$ cat src/sv/woff2tdp_pkg.sv
`timescale 1ns / 1ps
`default_nettype none

package woff2tdp_pkg;

    localparam logic [5:0]  HEADER_BYTES = 6'd48;
    localparam logic [5:0]  LITERAL_CODE = 6'd63;
    localparam logic [31:0] VARINT_LIMIT = 32'h01FF_FFFF;
    localparam logic [31:0] SIG_WORD     = 32'h774F_4632;
    localparam logic [31:0] TAG_GLYF     = 32'h676C_7966;
    localparam logic [31:0] TAG_LOCA     = 32'h6C6F_6361;
    localparam logic [31:0] TAG_HMTX     = 32'h686D_7478;

    typedef enum logic [2:0] {
        PH_HEADER,
        PH_FLAGS,
        PH_TAG,
        PH_ORIG,
        PH_TRANS,
        PH_DONE
    } phase_t;

    typedef enum logic [1:0] {
        KIND_ENTRY = 2'd0,
        KIND_EMPTY = 2'd1,
        KIND_ERROR = 2'd2
    } result_kind_t;

    typedef enum logic [2:0] {
        ERR_NONE     = 3'd0,
        ERR_TRUNC    = 3'd1,
        ERR_SIG      = 3'd2,
        ERR_VARINT   = 3'd3,
        ERR_OVERFLOW = 3'd4
    } error_code_t;

    typedef struct packed {
        logic [7:0] data_byte;
        logic       stream_end;
    } in_item_t;

    typedef struct packed {
        logic [1:0]  result_kind;
        logic [2:0]  error_code;
        logic [15:0] entry_index;
        logic [31:0] table_tag;
        logic [31:0] table_offset;
        logic [31:0] table_length;
        logic        last_entry;
    } out_item_t;

    function automatic logic [7:0] sig_byte(input logic [1:0] idx);
        logic [7:0] b;
        unique case (idx)
            2'd0:    b = SIG_WORD[31:24];
            2'd1:    b = SIG_WORD[23:16];
            2'd2:    b = SIG_WORD[15:8];
            default: b = SIG_WORD[7:0];
        endcase
        return b;
    endfunction

    function automatic logic [31:0] known_tag(input logic [5:0] code);
        logic [31:0] t;
        unique case (code)
            6'd0:  t = 32'h636D6170;
            6'd1:  t = 32'h68656164;
            6'd2:  t = 32'h68686561;
            6'd3:  t = 32'h686D7478;
            6'd4:  t = 32'h6D617870;
            6'd5:  t = 32'h6E616D65;
            6'd6:  t = 32'h4F532F32;
            6'd7:  t = 32'h706F7374;
            6'd8:  t = 32'h63767420;
            6'd9:  t = 32'h6670676D;
            6'd10: t = 32'h676C7966;
            6'd11: t = 32'h6C6F6361;
            6'd12: t = 32'h70726570;
            6'd13: t = 32'h43464620;
            6'd14: t = 32'h564F5247;
            6'd15: t = 32'h45424454;
            6'd16: t = 32'h45424C43;
            6'd17: t = 32'h67617370;
            6'd18: t = 32'h68646D78;
            6'd19: t = 32'h6B65726E;
            6'd20: t = 32'h4C545348;
            6'd21: t = 32'h50434C54;
            6'd22: t = 32'h56444D58;
            6'd23: t = 32'h76686561;
            6'd24: t = 32'h766D7478;
            6'd25: t = 32'h42415345;
            6'd26: t = 32'h47444546;
            6'd27: t = 32'h47504F53;
            6'd28: t = 32'h47535542;
            6'd29: t = 32'h45425343;
            6'd30: t = 32'h4A535446;
            6'd31: t = 32'h4D415448;
            6'd32: t = 32'h43424454;
            6'd33: t = 32'h43424C43;
            6'd34: t = 32'h434F4C52;
            6'd35: t = 32'h4350414C;
            6'd36: t = 32'h53564720;
            6'd37: t = 32'h73626978;
            6'd38: t = 32'h61636E74;
            6'd39: t = 32'h61766172;
            6'd40: t = 32'h62646174;
            6'd41: t = 32'h626C6F63;
            6'd42: t = 32'h62736C6E;
            6'd43: t = 32'h63766172;
            6'd44: t = 32'h66647363;
            6'd45: t = 32'h66656174;
            6'd46: t = 32'h666D7478;
            6'd47: t = 32'h66766172;
            6'd48: t = 32'h67766172;
            6'd49: t = 32'h68737479;
            6'd50: t = 32'h6A757374;
            6'd51: t = 32'h6C636172;
            6'd52: t = 32'h6D6F7274;
            6'd53: t = 32'h6D6F7278;
            6'd54: t = 32'h6F706264;
            6'd55: t = 32'h70726F70;
            6'd56: t = 32'h7472616B;
            6'd57: t = 32'h5A617066;
            6'd58: t = 32'h53696C66;
            6'd59: t = 32'h476C6174;
            6'd60: t = 32'h476C6F63;
            6'd61: t = 32'h46656174;
            6'd62: t = 32'h53696C6C;
            default: t = 32'h0;
        endcase
        return t;
    endfunction

endpackage

`default_nettype wire

$ cat src/sv/woff2tdp_core.sv
`timescale 1ns / 1ps
`default_nettype none

module woff2tdp_core (
    input  wire logic                 aclk,
    input  wire logic                 aresetn,
    input  wire logic                 step,
    input  woff2tdp_pkg::in_item_t    item,
    output logic                      res_valid,
    output woff2tdp_pkg::out_item_t   res
);
    import woff2tdp_pkg::*;

    phase_t      phase_reg, phase_next;
    logic [5:0]  hdr_cnt_reg, hdr_cnt_next;
    logic        sig_ok_reg, sig_ok_next;
    logic [15:0] total_reg, total_next;
    logic [15:0] entry_cnt_reg, entry_cnt_next;
    logic [1:0]  tf_ver_reg, tf_ver_next;
    logic [31:0] tag_reg, tag_next;
    logic [1:0]  tag_cnt_reg, tag_cnt_next;
    logic [31:0] acc_reg, acc_next;
    logic [2:0]  vcnt_reg, vcnt_next;
    logic [31:0] offset_reg, offset_next;
    logic        halted_reg, halted_next;

    logic [7:0]  b;
    logic [31:0] acc_sh;
    logic        vbad;
    logic        needs_tf;
    logic [32:0] sum;
    logic [15:0] entry_inc;
    logic [15:0] fail_idx;

    assign b        = item.data_byte;
    assign acc_sh   = {acc_reg[24:0], b[6:0]};
    assign vbad     = ((acc_reg == 32'd0) && (b == 8'h80))
                   || ((vcnt_reg >= 3'd4) && (b[7] || (acc_reg > VARINT_LIMIT)));
    assign needs_tf = ((tf_ver_reg == 2'd0) && ((tag_reg == TAG_GLYF) || (tag_reg == TAG_LOCA)))
                   || ((tf_ver_reg == 2'd1) && (tag_reg == TAG_HMTX));
    assign sum      = {1'b0, offset_reg} + {1'b0, acc_sh};
    assign entry_inc = entry_cnt_reg + 16'd1;
    assign fail_idx = (phase_reg == PH_HEADER) ? 16'd0 : entry_cnt_reg;

    always_comb begin
        phase_next     = phase_reg;
        hdr_cnt_next   = hdr_cnt_reg;
        sig_ok_next    = sig_ok_reg;
        total_next     = total_reg;
        entry_cnt_next = entry_cnt_reg;
        tf_ver_next    = tf_ver_reg;
        tag_next       = tag_reg;
        tag_cnt_next   = tag_cnt_reg;
        acc_next       = acc_reg;
        vcnt_next      = vcnt_reg;
        offset_next    = offset_reg;
        halted_next    = halted_reg;
        res_valid      = 1'b0;
        res            = '0;

        if (step && !halted_reg && (phase_reg != PH_DONE)) begin
            if (item.stream_end) begin
                halted_next     = 1'b1;
                res_valid       = 1'b1;
                res.result_kind = KIND_ERROR;
                res.error_code  = ERR_TRUNC;
                res.entry_index = fail_idx;
            end else begin
                unique case (phase_reg)
                    PH_HEADER: begin
                        if (hdr_cnt_reg < 6'd4) begin
                            if (b != sig_byte(hdr_cnt_reg[1:0])) sig_ok_next = 1'b0;
                        end else if (hdr_cnt_reg == 6'd12) begin
                            total_next = {b, total_reg[7:0]};
                        end else if (hdr_cnt_reg == 6'd13) begin
                            total_next = {total_reg[15:8], b};
                        end
                        hdr_cnt_next = hdr_cnt_reg + 6'd1;
                        if (hdr_cnt_next == HEADER_BYTES) begin
                            if (!sig_ok_next) begin
                                halted_next     = 1'b1;
                                res_valid       = 1'b1;
                                res.result_kind = KIND_ERROR;
                                res.error_code  = ERR_SIG;
                            end else if (total_next == 16'd0) begin
                                phase_next      = PH_DONE;
                                res_valid       = 1'b1;
                                res.result_kind = KIND_EMPTY;
                            end else begin
                                phase_next = PH_FLAGS;
                            end
                        end
                    end
                    PH_FLAGS: begin
                        tf_ver_next = b[7:6];
                        acc_next    = '0;
                        vcnt_next   = '0;
                        if (b[5:0] == LITERAL_CODE) begin
                            tag_next     = '0;
                            tag_cnt_next = '0;
                            phase_next   = PH_TAG;
                        end else begin
                            tag_next   = known_tag(b[5:0]);
                            phase_next = PH_ORIG;
                        end
                    end
                    PH_TAG: begin
                        tag_next     = {tag_reg[23:0], b};
                        tag_cnt_next = tag_cnt_reg + 2'd1;
                        if (tag_cnt_reg == 2'd3) phase_next = PH_ORIG;
                    end
                    PH_ORIG, PH_TRANS: begin
                        if (vbad) begin
                            halted_next     = 1'b1;
                            res_valid       = 1'b1;
                            res.result_kind = KIND_ERROR;
                            res.error_code  = ERR_VARINT;
                            res.entry_index = fail_idx;
                        end else if (b[7]) begin
                            acc_next  = acc_sh;
                            vcnt_next = vcnt_reg + 3'd1;
                        end else begin
                            acc_next  = '0;
                            vcnt_next = '0;
                            if ((phase_reg == PH_ORIG) && needs_tf) begin
                                phase_next = PH_TRANS;
                            end else if (sum[32]) begin
                                halted_next     = 1'b1;
                                res_valid       = 1'b1;
                                res.result_kind = KIND_ERROR;
                                res.error_code  = ERR_OVERFLOW;
                                res.entry_index = entry_cnt_reg;
                            end else begin
                                offset_next      = sum[31:0];
                                entry_cnt_next   = entry_inc;
                                phase_next       = (entry_inc == total_reg) ? PH_DONE : PH_FLAGS;
                                res_valid        = 1'b1;
                                res.result_kind  = KIND_ENTRY;
                                res.error_code   = ERR_NONE;
                                res.entry_index  = entry_cnt_reg;
                                res.table_tag    = tag_reg;
                                res.table_offset = offset_reg;
                                res.table_length = acc_sh;
                                res.last_entry   = (entry_inc == total_reg);
                            end
                        end
                    end
                    default: ;
                endcase
            end
        end
    end

    always_ff @(posedge aclk) begin
        if (!aresetn) begin
            phase_reg     <= PH_HEADER;
            hdr_cnt_reg   <= '0;
            sig_ok_reg    <= 1'b1;
            total_reg     <= '0;
            entry_cnt_reg <= '0;
            tf_ver_reg    <= '0;
            tag_reg       <= '0;
            tag_cnt_reg   <= '0;
            acc_reg       <= '0;
            vcnt_reg      <= '0;
            offset_reg    <= '0;
            halted_reg    <= 1'b0;
        end else begin
            phase_reg     <= phase_next;
            hdr_cnt_reg   <= hdr_cnt_next;
            sig_ok_reg    <= sig_ok_next;
            total_reg     <= total_next;
            entry_cnt_reg <= entry_cnt_next;
            tf_ver_reg    <= tf_ver_next;
            tag_reg       <= tag_next;
            tag_cnt_reg   <= tag_cnt_next;
            acc_reg       <= acc_next;
            vcnt_reg      <= vcnt_next;
            offset_reg    <= offset_next;
            halted_reg    <= halted_next;
        end
    end

endmodule

`default_nettype wire

$ cat src/sv/woff2_table_directory_parser_top.sv
`timescale 1ns / 1ps
`default_nettype none

// Channel  Ports                      Word
// input    s_valid s_ready s_data     in_item_t  (data_byte, stream_end)
// result   m_valid m_ready m_data     out_item_t (kind, error, index, tag, offset, length, last)
//
// One byte per cycle sustained while m_ready stays high; each word passes an input register,
// then the parser state update and the result register.
// Bytes that complete no entry produce no result word, unless they raise an error or find an empty directory.
// aresetn is synchronous; it clears both valid flags and all parser state.
// A stalled result register holds the pipe; s_ready drops only when both stages are full.

module woff2_table_directory_parser_top (
    input  wire logic                 aclk,
    input  wire logic                 aresetn,
    input  wire logic                 s_valid,
    output logic                      s_ready,
    input  woff2tdp_pkg::in_item_t    s_data,
    output logic                      m_valid,
    input  wire logic                 m_ready,
    output woff2tdp_pkg::out_item_t   m_data
);
    import woff2tdp_pkg::*;

    logic      in_vld_reg;
    in_item_t  in_reg;
    logic      out_vld_reg;
    out_item_t out_reg;
    logic      adv;
    logic      res_valid;
    out_item_t res;

    assign adv     = !out_vld_reg || m_ready;
    assign s_ready = !in_vld_reg || adv;
    assign m_valid = out_vld_reg;
    assign m_data  = out_reg;

    woff2tdp_core u_core (
        .aclk      (aclk),
        .aresetn   (aresetn),
        .step      (in_vld_reg && adv),
        .item      (in_reg),
        .res_valid (res_valid),
        .res       (res)
    );

    always_ff @(posedge aclk) begin
        if (!aresetn) begin
            in_vld_reg  <= 1'b0;
            out_vld_reg <= 1'b0;
        end else begin
            if (s_ready) in_vld_reg <= s_valid;
            if (adv) out_vld_reg <= in_vld_reg && res_valid;
        end
    end

    always_ff @(posedge aclk) begin
        if (s_ready && s_valid) in_reg <= s_data;
        if (adv && in_vld_reg && res_valid) out_reg <= res;
    end

`ifndef SYNTHESIS
    a_ready_when_empty: assert property (@(posedge aclk) disable iff (!aresetn)
        !out_vld_reg |-> s_ready)
        else $error("input stalled while result register empty");

    a_entry_clean: assert property (@(posedge aclk) disable iff (!aresetn)
        (m_valid && (m_data.result_kind == KIND_ENTRY)) |-> (m_data.error_code == ERR_NONE))
        else $error("entry word carries an error code");

    a_error_fields: assert property (@(posedge aclk) disable iff (!aresetn)
        (m_valid && (m_data.result_kind == KIND_ERROR))
        |-> ((m_data.table_tag == 32'd0) && !m_data.last_entry && (m_data.error_code != ERR_NONE)))
        else $error("error word with stray fields");

    a_error_final: assert property (@(posedge aclk) disable iff (!aresetn)
        (m_valid && m_ready && (m_data.result_kind == KIND_ERROR)) |=> !m_valid)
        else $error("result word after an error");
`endif

endmodule

`default_nettype wire

$ cat config.mk
export PLATFORM = sky130hd
export DESIGN_NAME = woff2_table_directory_parser_top
export DESIGN_NICKNAME = d
export VERILOG_FILES = /design/src/sv/woff2tdp_pkg.sv /design/src/sv/woff2tdp_core.sv /design/src/sv/woff2_table_directory_parser_top.sv
export SDC_FILE = /design/constraint.sdc
export NUM_CORES = 1
export LEC_CHECK = 0
export ABC_CLOCK_PERIOD_IN_PS = 18700
export BUFFER_PORTS_ARGS = -buffer_cell sky130_fd_sc_hd__buf_2
export CAP_MARGIN = 20
export CORE_MARGIN = 8
export CORE_UTILIZATION = 55
export CTS_CLUSTER_DIAMETER = 200
export CTS_CLUSTER_SIZE = 25
export DETAILED_ROUTE_END_ITERATION = 8
export PLACE_DENSITY = 0.79
export SLEW_MARGIN = 20
export SYNTH_ARGS = -nofsm -noshare
export SYNTH_HDL_FRONTEND = slang
export SYNTH_SLANG_ARGS = --single-unit
$ cat constraint.sdc
create_clock -name aclk -period 18.7 [get_ports aclk]
set_input_delay 3.74 -clock aclk [delete_from_list [all_inputs] [get_ports aclk]]
set_output_delay 3.74 -clock aclk [all_outputs]
set_load 0.005 [all_outputs]
=== Word-level counts from Yosys, hierarchy flattened ===
Memories as Yosys holds them, arrays and structs flattened. A register that Yosys moved wholly into a read port is not among the register bits.
Cells that the tools add are included.
W data, S select, Z words.

* Bitwise logic cells: 7
* Add/sub/neg operators: 5
* Eq/ne operators: 31
* Muxes and demuxes: 69
* Order comparisons: 3
* Reduce and logical (&&, ||, !) cells: 40

{| class="wikitable"
|+ Operators with widths
! cell !! number
|-
| $mux W118 || 2
|-
| $mux W97 || 2
|-
| $pmux W32 S2 || 2
|-
| $mux W113 || 1
|-
| $eq A32 B31 Y1 const B || 3
|-
| $mux W16 || 6
|-
| $mux W32 || 3
|-
| $mux W21 || 3
|-
| $mux W8 || 5
|-
| $add A32 B32 Y33 || 1
|-
| $mux W3 || 11
|-
| $gt A32 B25 Y1 const B || 1
|-
| $logic_not A32 Y1 || 1
|-
| $mux W1 || 22
|-
| $pmux W7 S3 || 1
|-
| $add A16 B1 Y16 const B || 1
|-
| $eq A16 B16 Y1 || 1
|-
| $logic_not A16 Y1 || 1
|-
| $reduce_and A7 Y1 || 2
|-
| $eq A6 B4 Y1 const B || 2
|-
| $eq A6 B6 Y1 const B || 2
|-
| $ne A3 B3 Y1 const B || 4
|-
| $pmux W3 S4 || 1
|-
| $logic_and A1 B1 Y1 || 11
|-
| other kinds (36) || 66
|}

* Bits in registers: 275
* Memories kept: 1
* ROM bits: 1792
* Output and inout bits: 120
* Input bits: 13

{| class="wikitable"
|+ Memories
! name !! words !! width !! rd ports !! clocked after Yosys merged registers in !! write ports !! line !! source
|-
| (name not given) || 64 || 28 || 1 || 1 || 0 || woff2tdp_pkg.sv:65 || <nowiki>unique case (code)</nowiki>
|}

=== Longest topological paths before layout ===
Gate-level depths: netlist of run 1.

* Word-level depth: 18
* Gate-level depth with buffers: 13

=== Hierarchy ===
From an unflattened synthesis of run 1, not the netlist that was laid out.

* Cells, all modules: 1783
* Area, all modules: 15461.1 um2

{| class="wikitable"
|+ By module, submodules not included
! module !! cells each !! times used !! area an instance (um2)
|-
| woff2tdp_core || 1643 || 1 || 11534.8
|-
| woff2_table_directory_parser_top || 140 || 1 || 3926.3
|}

=== Worst setup path before layout of run 1 ===
Ideal clock, no wire load.

* Kind: in2reg
* From: in m_ready
* To: reg out_reg, in the netlist m_data[0] (enable)
* Arrival time: 9.030 ns
* Slack: 9.074 ns
* Required time: 18.104 ns
* Stages on the path: 3
* Cell sequence: nand2b_1 -> o2111ai_2 -> nor2_1

* Longest elaborated chain between the ends: 6

{| class="wikitable"
|+ Ends and longest elaborated chain
! element !! line !! source
|-
| from (decl) || woff2_table_directory_parser_top.sv:21 || <nowiki>input wire logic m_ready,</nowiki>
|-
| $logic_or A1 B1 Y1 * || woff2_table_directory_parser_top.sv:34 || <nowiki>assign adv = !out_vld_reg || m_ready;</nowiki>
|-
| $logic_and A1 B1 Y1 * || woff2_table_directory_parser_top.sv:42, woff2_table_directory_parser_top.sv:60 ||
|-
| $logic_and A1 B1 Y1 (2 in series) || woff2tdp_core.sv:61 || <nowiki>if (step && !halted_reg && (phase_reg != PH_DONE)) begin</nowiki>
|-
| $mux W1 || woff2tdp_core.sv:61 ||
|-
| $logic_and A1 B1 Y1 * || woff2_table_directory_parser_top.sv:60 || <nowiki>if (adv && in_vld_reg && res_valid) out_reg <= res;</nowiki>
|-
| to (signal assigned) || woff2_table_directory_parser_top.sv:60 ||
|-
| to (decl) || woff2_table_directory_parser_top.sv:29 || <nowiki>out_item_t out_reg;</nowiki>
|}

Every way passes the cells marked *; elsewhere a longest branch is shown, timed or not.
A chain may end at the register's enable or synchronous reset.

=== Worst setup path after layout of run 1 ===
* From: in m_ready
* To: out s_ready

* Longest elaborated chain between the ends: 2

{| class="wikitable"
|+ Ends and longest elaborated chain
! element !! line !! source
|-
| $logic_or A1 B1 Y1 || woff2_table_directory_parser_top.sv:34 ||
|-
| $logic_or A1 B1 Y1 || woff2_table_directory_parser_top.sv:35 || <nowiki>assign s_ready = !in_vld_reg || adv;</nowiki>
|-
| to (decl) || woff2_table_directory_parser_top.sv:18 || <nowiki>output logic s_ready,</nowiki>
|}

Every way passes these cells.

==> results.yml, run 1 <==
layout:
  largest_reg_flops: 118
  mostFrequentLayoutCells: "nand2_1, dfxtp_1, nor2_1, buf_2, edfxtp_1"
  multiInputGateArea_sq_um: 8010
  antenna_cells: 0
  seq_area_sq_um: 7320
  fillers: 2466
  stdcell_area_sq_um: 17200
  mostFrequentLayoutCell: "nand2_1"
  syn2layout_area_growth_pct: 7.53
  drive_above_1_share_pct: 12.1
  fin_nets: 1825
sta:
  fin_tns_setup_ps: 0
  hold_viol: 0
  min_period_ps: 7980
  rsz0062_at_grt: "no"
  fin_skew_ps: 35.3
  maxSlewViolCount: 0
  max_freq_mhz: 125
  fin_crit_sh_pct: 42.7
  worst_pin_slew_ps: 1020
  slew_headroom_pct: 32.0
  setup_ws_ps: 10720
  setup_viol: 0
detailed_routing:
  ant_nets: 0
  firstDrtPassIters: 6
  via_count: 13400
  detail_route.wirelength_mm: 42.4
  avgRoutedWirePerCell_um: 19.7
  drt-initial-drc-count: 1572
  routed_via_density: 6.24
  drc: 0
placed_design:
  place_area_sq_um: 16700
  finalWeightedCongestion: 0.923
  dp_hpwl_mm: 28.6
  port_buffers: 132
  dp_slack_ps: 10720
run_status:
  status: "complete, no violations"
clock_tree:
  cts_root_buf: "clkbuf_16"
  clock_sinks: 302
  ctsHoldBuffers: 0
  clk_pin_slew_ps: 100
  numCtsBuffers: 16
  cts-htree-levels: 1
  cts_tree: "built"
  cts_buffer_depth: 3
  postCtsSetupRepairBufs: 0
  ctsResizeCount: 0
  insertion_delay_ps: 520
worst_setup_path:
  worst_setup_path_end_kind: "output pin"
  path_buf_inv: 2
  crit_type: "in -> out"
  crit_fanout: 3
  start_kind: "primary input"
  cpMostUsedCell: "buf_2"
  cp_data_required_time_ps: 14960
  crit_path_max_incr_delay_ps: 220
  startpoint: "m_ready"
  crit_arrival_ps: 4240
  cp_top_family: "buffers and inverters"
  rr_startpoint: "in_reg[1]$_DFFE_PP_"
  crit_chain: "buf_2 > nand3b_1 > buf_2"
  slowest_stage: "nand3b_1"
yosys:
  synth_cell_types: 95
  synth_edf_count: 127
  yosys_warnings: 0
  synth_nets: 1786
  seq_area_frac_synth_pct: 45.7
  avgSynthCellArea_sq_um: 9.30
  async_flop_share_pct: 0
  netlist_instances: 1721
  synth_seq_cells: 302
  syn_area_sq_um: 16000
  synthFlopType: "dfxtp_1"
power_and_ir_drop:
  p_leak_nw: 6.82
  pwr_density_cell_nw_per_um2: 72.6
  peakVddDrop_mv: 0.0495
  design_power_total_mw: 1.25
floorplan:
  die_w_um: 187
  core_area_sq_um: 28700
  die-area_sq_um: 34800
  placementRows: 62
  die_h_um: 187
  start_util_pct: 55.7
  io_pins: 133
flow_run:
  maxCapViolations: 0
worst_hold_path:
  hold_path.class: "reg -> reg"
  hp-start: "u_core.offset_reg[15]$_SDFFE_PN0P_"
global_routing:
  overflow: 0
  grt_max_degree: 100
  grt_antenna_before_repair: 0
  grt_pass1_vias: 12400
  grt_pass1_wl_mm: 67.7
  track_usage_pct: 23.1
[area by class of cell]
class | count | share of cell area (%)
Clock buffer | 27 | 2.69
Clock inverter | 1 | 0.175
Inverter | 28 | 0.611
Multi-Input combinational cell | 1261 | 46.5
Sequential cell | 302 | 42.5
Tap cell | 384 | 2.79
Timing Repair Buffer | 151 | 4.67
[synth_stat cells (all sizes together), types with 8 or more instances]
library cell / n / share of area (%)
o22ai: 8 / 0.31
o31ai: 10 / 0.56
o311ai: 8 / 0.44
ha: 51 / 4.0
nor4: 18 / 0.88
nor3: 27 / 0.84
buf: 53 / 2.2
dfxtp: 175 / 22
edfxtp: 127 / 24
o2111ai: 9 / 0.57
nand4: 19 / 0.74
xnor2: 43 / 2.4
nand3: 81 / 2.5
a21boi: 8 / 0.38
xor2: 19 / 1.0
a31oi: 18 / 0.70
nor2: 167 / 3.9
nand2: 188 / 4.5
and2: 26 / 1.0
inv: 28 / 0.66
and3: 107 / 4.2
mux2i: 58 / 3.7
a21oi: 120 / 3.8
a311oi: 34 / 1.9
nand2b: 10 / 0.39
nor2b: 9 / 0.35
a211oi: 15 / 0.80
o211ai: 25 / 1.2
o21ai: 68 / 2.2
clkbuf: 77 / 1.9
a21o: 13 / 0.63
[routing by layer]
metal / global-route usage [%] / share of wire, % / vias up / routed length [um]
met5: 0 / 0 / - / 0
met4: 6.05 / 2.1 / 0 / 883
met3: 4.23 / 8.8 / 61 / 3730
met2: 35.2 / 44 / 568 / 18500
met1: 33.4 / 45 / 6432 / 19300
li1: - / - / 6377 / -
[cell families (layout without fill, tap and decap cells)]
group / after synthesis / after routing / synth area share [%]
muxes: 61 / 61 / 3.92
buffers and inverters: 158 / 207 / 4.68
AOI/OAI and AO/OA: 398 / 398 / 16.9
and+or+nand+nor: 688 / 688 / 21.3
DFF: 302 / 302 / 45.7
adders and majority gates: 52 / 52 / 4.11
xor gates and xnor gates: 62 / 62 / 3.39
[worst min-delay path, delay by kind of cell (launching register included)]
| kind | cells | cell delay [ps] |
|---|---|---|
| compound gates | 1 | 50 |
| flops | 1 | 340 |
| simple gates | 1 | 60 |
[stage by stage]
step | std cells | hold slack (ps) | util [%]
finish | 2154 | 478 | 59.9
global route | 2154 | 497 | 59.9
CTS | 2154 | 480 | 59.9
detailed placement | 2126 | 455 | 58.2
global placement | 2126 | 449 | 58.2
floorplan | 1721 | 440 | -
[worst paths after layout]
path | end | slack, ps | cells after the start
max | s_ready | 10720 | 3
min | u_core.offset_reg[15]$_SDFFE_PN0P_ | 480 | 2
min reg2reg | u_core.offset_reg[15]$_SDFFE_PN0P_ | 480 | 2
max reg2reg | u_core.phase_reg[2]$_SDFFE_PN0P_ | 14370 | 11
[report_power, final]
group          switching (mW)  internal [mW]  total, mW
registers              0.0135          0.704      0.718
logic                  0.0954         0.0430      0.138
clock network           0.218          0.175      0.392
Note: power is estimated with default switching activity, not from simulation.
==> run 2, diff against run 1 <==
--- a/config.mk
+++ b/config.mk
@@ -5,7 +5,7 @@
 export SDC_FILE = /design/constraint.sdc
 export NUM_CORES = 1
 export LEC_CHECK = 0
-export ABC_CLOCK_PERIOD_IN_PS = 18700
+export ABC_CLOCK_PERIOD_IN_PS = 7300
 export BUFFER_PORTS_ARGS = -buffer_cell sky130_fd_sc_hd__buf_2
 export CAP_MARGIN = 20
 export CORE_MARGIN = 8
@@ -13,7 +13,7 @@
 export CTS_CLUSTER_DIAMETER = 200
 export CTS_CLUSTER_SIZE = 25
 export DETAILED_ROUTE_END_ITERATION = 8
-export PLACE_DENSITY = 0.79
+export PLACE_DENSITY = 0.82
 export SLEW_MARGIN = 20
 export SYNTH_ARGS = -nofsm -noshare
 export SYNTH_HDL_FRONTEND = slang
==> constraint.sdc (replaced) <==
create_clock -name aclk -period 7.3 [get_ports aclk]
set_input_delay 1.46 -clock aclk [delete_from_list [all_inputs] [get_ports aclk]]
set_output_delay 1.46 -clock aclk [all_outputs]
set_load 0.005 [all_outputs]
==> run 2 against run 1 <==
  * Die area stayed put
  * Core utilization is essentially flat
  * Register-to-register slack lost 11000 ps
  * Largest power group unchanged
  * Via count grew 0.54%
  * Critical path depth rose by 6
==> results.yml, run 2 (synthesis results as in run 1) <==
sta:
  maxSlewViolCount: 0
  rsz0062_at_grt: "no"
  setup_viol: 0
  whs_ps: 475
  fin_crit_sh_pct: 57.5
  worst_pin_slew_ps: 1050
  max_freq_mhz: 238
  hold_viol: 0
  fin_skew_ps: 34.5
  min_period_ps: 4200
  slew_headroom_pct: 29.8
  fin_tns_setup_ps: 0
worst_hold_path:
  hold_path.class: "reg -> reg"
  whs_path_depth: 2
  hp-start: "u_core.offset_reg[15]$_SDFFE_PN0P_"
floorplan:
  die-area_sq_um: 34800
  start_util_pct: 55.7
  die_h_um: 187
  die_w_um: 187
  placementRows: 62
  core_area_sq_um: 28700
  io_pins: 133
clock_tree:
  cts-htree-levels: 1
  cts_buffer_depth: 3
  cts_root_buf: "clkbuf_16"
  cts_tree: "built"
  clk_pin_slew_ps: 120
  ctsHoldBuffers: 0
  postCtsSetupRepairBufs: 0
  insertion_delay_ps: 520
  clock_sinks: 302
  numCtsBuffers: 16
  ctsResizeCount: 0
placed_design:
  place_area_sq_um: 16700
  finalWeightedCongestion: 0.924
  dp_cells: 2127
  dp_hpwl_mm: 29.6
  port_buffers: 132
worst_setup_path:
  rr_startpoint: "in_reg[1]$_DFFE_PP_"
  crit_chain: "ha_1 > fa_1 > a211oi_1 > o21ai_1 > a311oi_1 > a21o_2 > o211a_2 > buf_4 > and3_2"
  slowest_stage: "edfxtp_1"
  worst_setup_path_end_kind: "register"
  start_kind: "register"
  crit_arrival_ps: 4570
  startpoint: "in_reg[1]$_DFFE_PP_"
  crit_fanout: 81
  crit_type: "reg -> reg"
  cp_data_required_time_ps: 7670
  crit_path_max_incr_delay_ps: 700
  rr_worst_depth: 9
detailed_routing:
  ant_nets: 0
  routed_via_density: 6.27
  drc: 0
  avgRoutedWirePerCell_um: 20.3
  detail_route.wirelength_mm: 43.7
  via_count: 13500
  drt-initial-drc-count: 1429
  firstDrtPassIters: 6
layout:
  fillers: 2473
  stdcell_count: 2156
  syn2layout_area_growth_pct: 7.60
  fin_nets: 1827
  mostFrequentLayoutCells: "nand2_1, dfxtp_1, nor2_1, buf_2, edfxtp_1"
  largest_reg_flops: 118
  antenna_cells: 0
  drive_above_1_share_pct: 12.1
  mostFrequentLayoutCell: "nand2_1"
  stdcell_area_sq_um: 17200
power_and_ir_drop:
  p_leak_nw: 6.84
  design_power_total_mw: 3.20
  peakVddDrop_mv: 0.119
  netSwitchingFraction_pct: 26.3
  pwr-share-seq_pct: 57.3
  p_int_mw: 2.36
  combPwrFrac_pct: 11.3
  clockPowerShare_pct: 31.4
  p_sw_uw: 841
  pwr_density_cell_nw_per_um2: 186
global_routing:
  grt_pass1_vias: 12600
  overflow: 0
  grt_max_degree: 82
  grt_pass1_wl_mm: 69.4
  track_usage_pct: 23.8
  grt_antenna_before_repair: 0
flow_run:
  maxCapViolations: 0
run_status:
  status: "complete, no violations"
[run 2: power groups by stage]
stage / Sequential (mW) / Clock [mW] / Combinational (mW)
final: 1.84 / 1.00 / 0.362
after global routing: 1.84 / 1.07 / 0.394
after CTS: 1.84 / 1.02 / 0.353
after detailed placement: 1.87 / 0 / 0.352
after global placement: 1.87 / 0 / 0.350
after floorplan: 1.86 / 0 / 0.243
[run 2: path summary, 6_finish.rpt]
kind                            slack (ps)                            endpoint
worst max register to register        3100            m_data[65]$_SDFFCE_PP0P_
worst min-delay path                   470  u_core.offset_reg[15]$_SDFFE_PN0P_
worst min register to register         470  u_core.offset_reg[15]$_SDFFE_PN0P_
worst max-delay path                  3100            m_data[65]$_SDFFCE_PP0P_
[run 2: area by class of cell]
class	count	area, sq um	area share, %
Multi-Input combinational cell	1261	8000	46.5
Sequential cell	302	7320	42.5
Timing Repair Buffer	153	822	4.77
Tap cell	384	480	2.79
Clock buffer	27	463	2.69
Inverter	28	105	0.610
Clock inverter	1	30.0	0.174
[run 2: metrics by stage]
step | setup WS (ps) | utilization [%]
3_3_place_gp | 2900 | 58.2
5_1_grt | 2850 | 60.0
2_1_floorplan | 1940 | -
3_5_place_dp | 2810 | 58.2
4_1_cts | 3150 | 59.9
6_report | 3100 | 60.0
[run 2: layer usage]
layer | share of wire, % | track usage (%) | vias to the layer above | wire (um)
met2 | 44 | 36.9 | 619 | 19100
met5 | 0 | 0 | - | 0
met1 | 45 | 34.0 | 6423 | 19900
li1 | - | - | 6394 | -
met4 | 2.2 | 6.35 | 0 | 961
met3 | 8.6 | 3.99 | 74 | 3760
[run 2: critical path, delay by kind of cell (launching register included)]
| kind | cells | cell delay, ps |
|---|---|---|
| fa+ha+maj | 2 | 810 |
| flops | 1 | 700 |
| buf+inv | 1 | 580 |
| simple gates | 1 | 280 |
| compound gates | 5 | 1640 |
==> run 3, diff against run 2 <==
--- a/config.mk
+++ b/config.mk
@@ -5,7 +5,7 @@
 export SDC_FILE = /design/constraint.sdc
 export NUM_CORES = 1
 export LEC_CHECK = 0
-export ABC_CLOCK_PERIOD_IN_PS = 7300
+export ABC_CLOCK_PERIOD_IN_PS = 4000
 export BUFFER_PORTS_ARGS = -buffer_cell sky130_fd_sc_hd__buf_2
 export CAP_MARGIN = 20
 export CORE_MARGIN = 8
@@ -13,7 +13,7 @@
 export CTS_CLUSTER_DIAMETER = 200
 export CTS_CLUSTER_SIZE = 25
 export DETAILED_ROUTE_END_ITERATION = 8
-export PLACE_DENSITY = 0.82
+export PLACE_DENSITY = 0.79
 export SLEW_MARGIN = 20
 export SYNTH_ARGS = -nofsm -noshare
 export SYNTH_HDL_FRONTEND = slang
==> constraint.sdc (replaced) <==
create_clock -name aclk -period 4 [get_ports aclk]
set_input_delay 0.8 -clock aclk [delete_from_list [all_inputs] [get_ports aclk]]
set_output_delay 0.8 -clock aclk [all_outputs]
set_load 0.005 [all_outputs]
==> run 3 against run 2 <==
  * First-iteration DRC count shrank 0.28%
  * Global-route usage grew 1.2 points
  * Count of clock-buffer cells in the layout unchanged
  * Setup slack worse by 2600 ps
  * Non-clock buffer count rose by 42
  * Final cell count increased by 1.9%
  * Critical path depth is 1 higher
  * Sequential share of layout area is 0.82 points lower
  * Routed wire length rose by 3.8%
  * Core utilization is 1.2 points higher
  * Flip-flop and latch count is the same
  * Largest power group unchanged
  * Highest routed layer unchanged
==> results.yml, run 3 (synthesis results as in run 1) <==
global_routing:
  grt_pass1_wl_mm: 72.2
  grt_antenna_before_repair: 0
  grt_max_degree: 59
  overflow: 0
  grt_pass1_vias: 13000
  track_usage_pct: 25.0
floorplan:
  core_area_sq_um: 28700
  die-area_sq_um: 34800
  placementRows: 62
  die_w_um: 187
  die_h_um: 187
  start_util_pct: 55.7
  io_pins: 133
detailed_routing:
  avgRoutedWirePerCell_um: 20.6
  routed_via_density: 6.26
  drt-initial-drc-count: 1425
  ant_nets: 0
  detail_route.wirelength_mm: 45.3
  firstDrtPassIters: 6
  via_count: 13700
  drc: 0
layout:
  drive_above_1_share_pct: 14.2
  syn2layout_area_growth_pct: 9.71
  largest_reg_flops: 118
  mostFrequentLayoutCell: "nand2_1"
  stdcell_area_sq_um: 17600
  post-route-util_pct: 61.2
  antenna_cells: 0
  fin_nets: 1869
  mostFrequentLayoutCells: "nand2_1, dfxtp_1, nor2_1, buf_2, edfxtp_1"
sta:
  slew_headroom_pct: 29.5
  fin_tns_setup_ps: 0
  hold_viol: 0
  rsz0062_at_grt: "no"
  fin_crit_sh_pct: 88.0
  setup_viol: 0
  max_freq_mhz: 284
  setup_ws_ps: 482
  maxSlewViolCount: 0
  worst_pin_slew_ps: 1060
  min_period_ps: 3520
  fin_skew_ps: 31.0
placed_design:
  finalWeightedCongestion: 0.957
  port_buffers: 132
  place_area_sq_um: 17100
  dp_hpwl_mm: 32.6
  dp_slack_ps: 494
clock_tree:
  numCtsBuffers: 16
  insertion_delay_ps: 520
  ctsResizeCount: 0
  cts_tree: "built"
  cts_root_buf: "clkbuf_16"
  ctsHoldBuffers: 0
  cts-htree-levels: 1
  clock_sinks: 302
  cts_buffer_depth: 3
  clk_pin_slew_ps: 100
  postCtsSetupRepairBufs: 0
power_and_ir_drop:
  p_leak_nw: 7.05
  peakVddDrop_mv: 0.229
  pwr_density_cell_nw_per_um2: 335
  design_power_total_mw: 5.88
worst_setup_path:
  slowest_stage: "o2111a_2"
  cp_data_required_time_ps: 4400
  crit_path_max_incr_delay_ps: 560
  rr_startpoint: "in_reg[1]$_DFFE_PP_"
  crit_type: "reg -> reg"
  crit_fanout: 21
  startpoint: "in_reg[1]$_DFFE_PP_"
  worst_setup_path_end_kind: "register"
  start_kind: "register"
  reg2reg_slack_ps: 480
  crit_arrival_ps: 3920
  r2r-end: "u_core.entry_cnt_reg[7]$_SDFFE_PN0P_"
  rr_worst_depth: 10
  crit_end: "u_core.entry_cnt_reg[7]$_SDFFE_PN0P_"
  crit_chain: "ha_1 > fa_1 > a211oi_1 > o21ai_1 > a311oi_1 > a21o_2 > o2111a_2 > nand2_1 > o211ai_1 > o31ai_1"
flow_run:
  maxCapViolations: 0
worst_hold_path:
  hold_path.class: "in -> reg"
  hp-start: "s_data[0]"
  whs_path_depth: 1
run_status:
  status: "complete, no violations"
run 3: changes by cell type in the layout (fill, tap and decap cells not counted), sizes merged:
| cell | delta |
|---|---|
| buf | +42 |
run 3: layout make-up:
type / count / area, sq um
well taps: 384 / 480
clock inverters: 1 / 30.0
inverters: 28 / 105
clock buffers: 27 / 463
multi-input cells: 1261 / 7990
fillers: 2458 / 11100
repair buffers: 195 / 1170
flip-flops and latches: 302 / 7320
run 3: power by group:
group	internal, mW	switching (mW)	leakage [nW]	total, mW
clock network	0.816	0.993	0.233	1.81
registers	3.29	0.0554	2.61	3.35
logic	0.237	0.486	4.21	0.723
run 3: critical path: cells and delay by family, from the launching register on:
kind,cells,cell delay [ps]
AOI/OAI and AO/OA,7,2050
adders and majority gates,2,690
DFF,1,420
and+or+nand+nor,1,240
run 3: layer usage:
| layer | GRT usage, % | vias up | share of wire [%] |
|---|---|---|---|
| met4 | 7.27 | 0 | 2.7 |
| met2 | 37.9 | 681 | 43 |
| li1 | - | 6468 | - |
| met3 | 4.21 | 89 | 8.9 |
| met1 | 36.1 | 6511 | 45 |
| met5 | 0 | - | 0 |
run 3: worst min-delay path by stage:
stage,end,slack (ps)
global placement,u_core.halted_reg$_SDFFE_PN0P_,450
floorplan,u_core.tag_reg[31]$_SDFFE_PN0P_,440
detailed placement,u_core.halted_reg$_SDFFE_PN0P_,450
global route,in_reg[0]$_DFFE_PP_,450
finish,in_reg[0]$_DFFE_PP_,450
CTS,in_reg[0]$_DFFE_PP_,440
run 3: per-stage QoR:
step | instances | hold WS, ps
2_1_floorplan | 1721 | 440
3_3_place_gp | 2170 | 447
3_5_place_dp | 2170 | 453
4_1_cts | 2198 | 444
5_1_grt | 2198 | 450
6_report | 2198 | 453
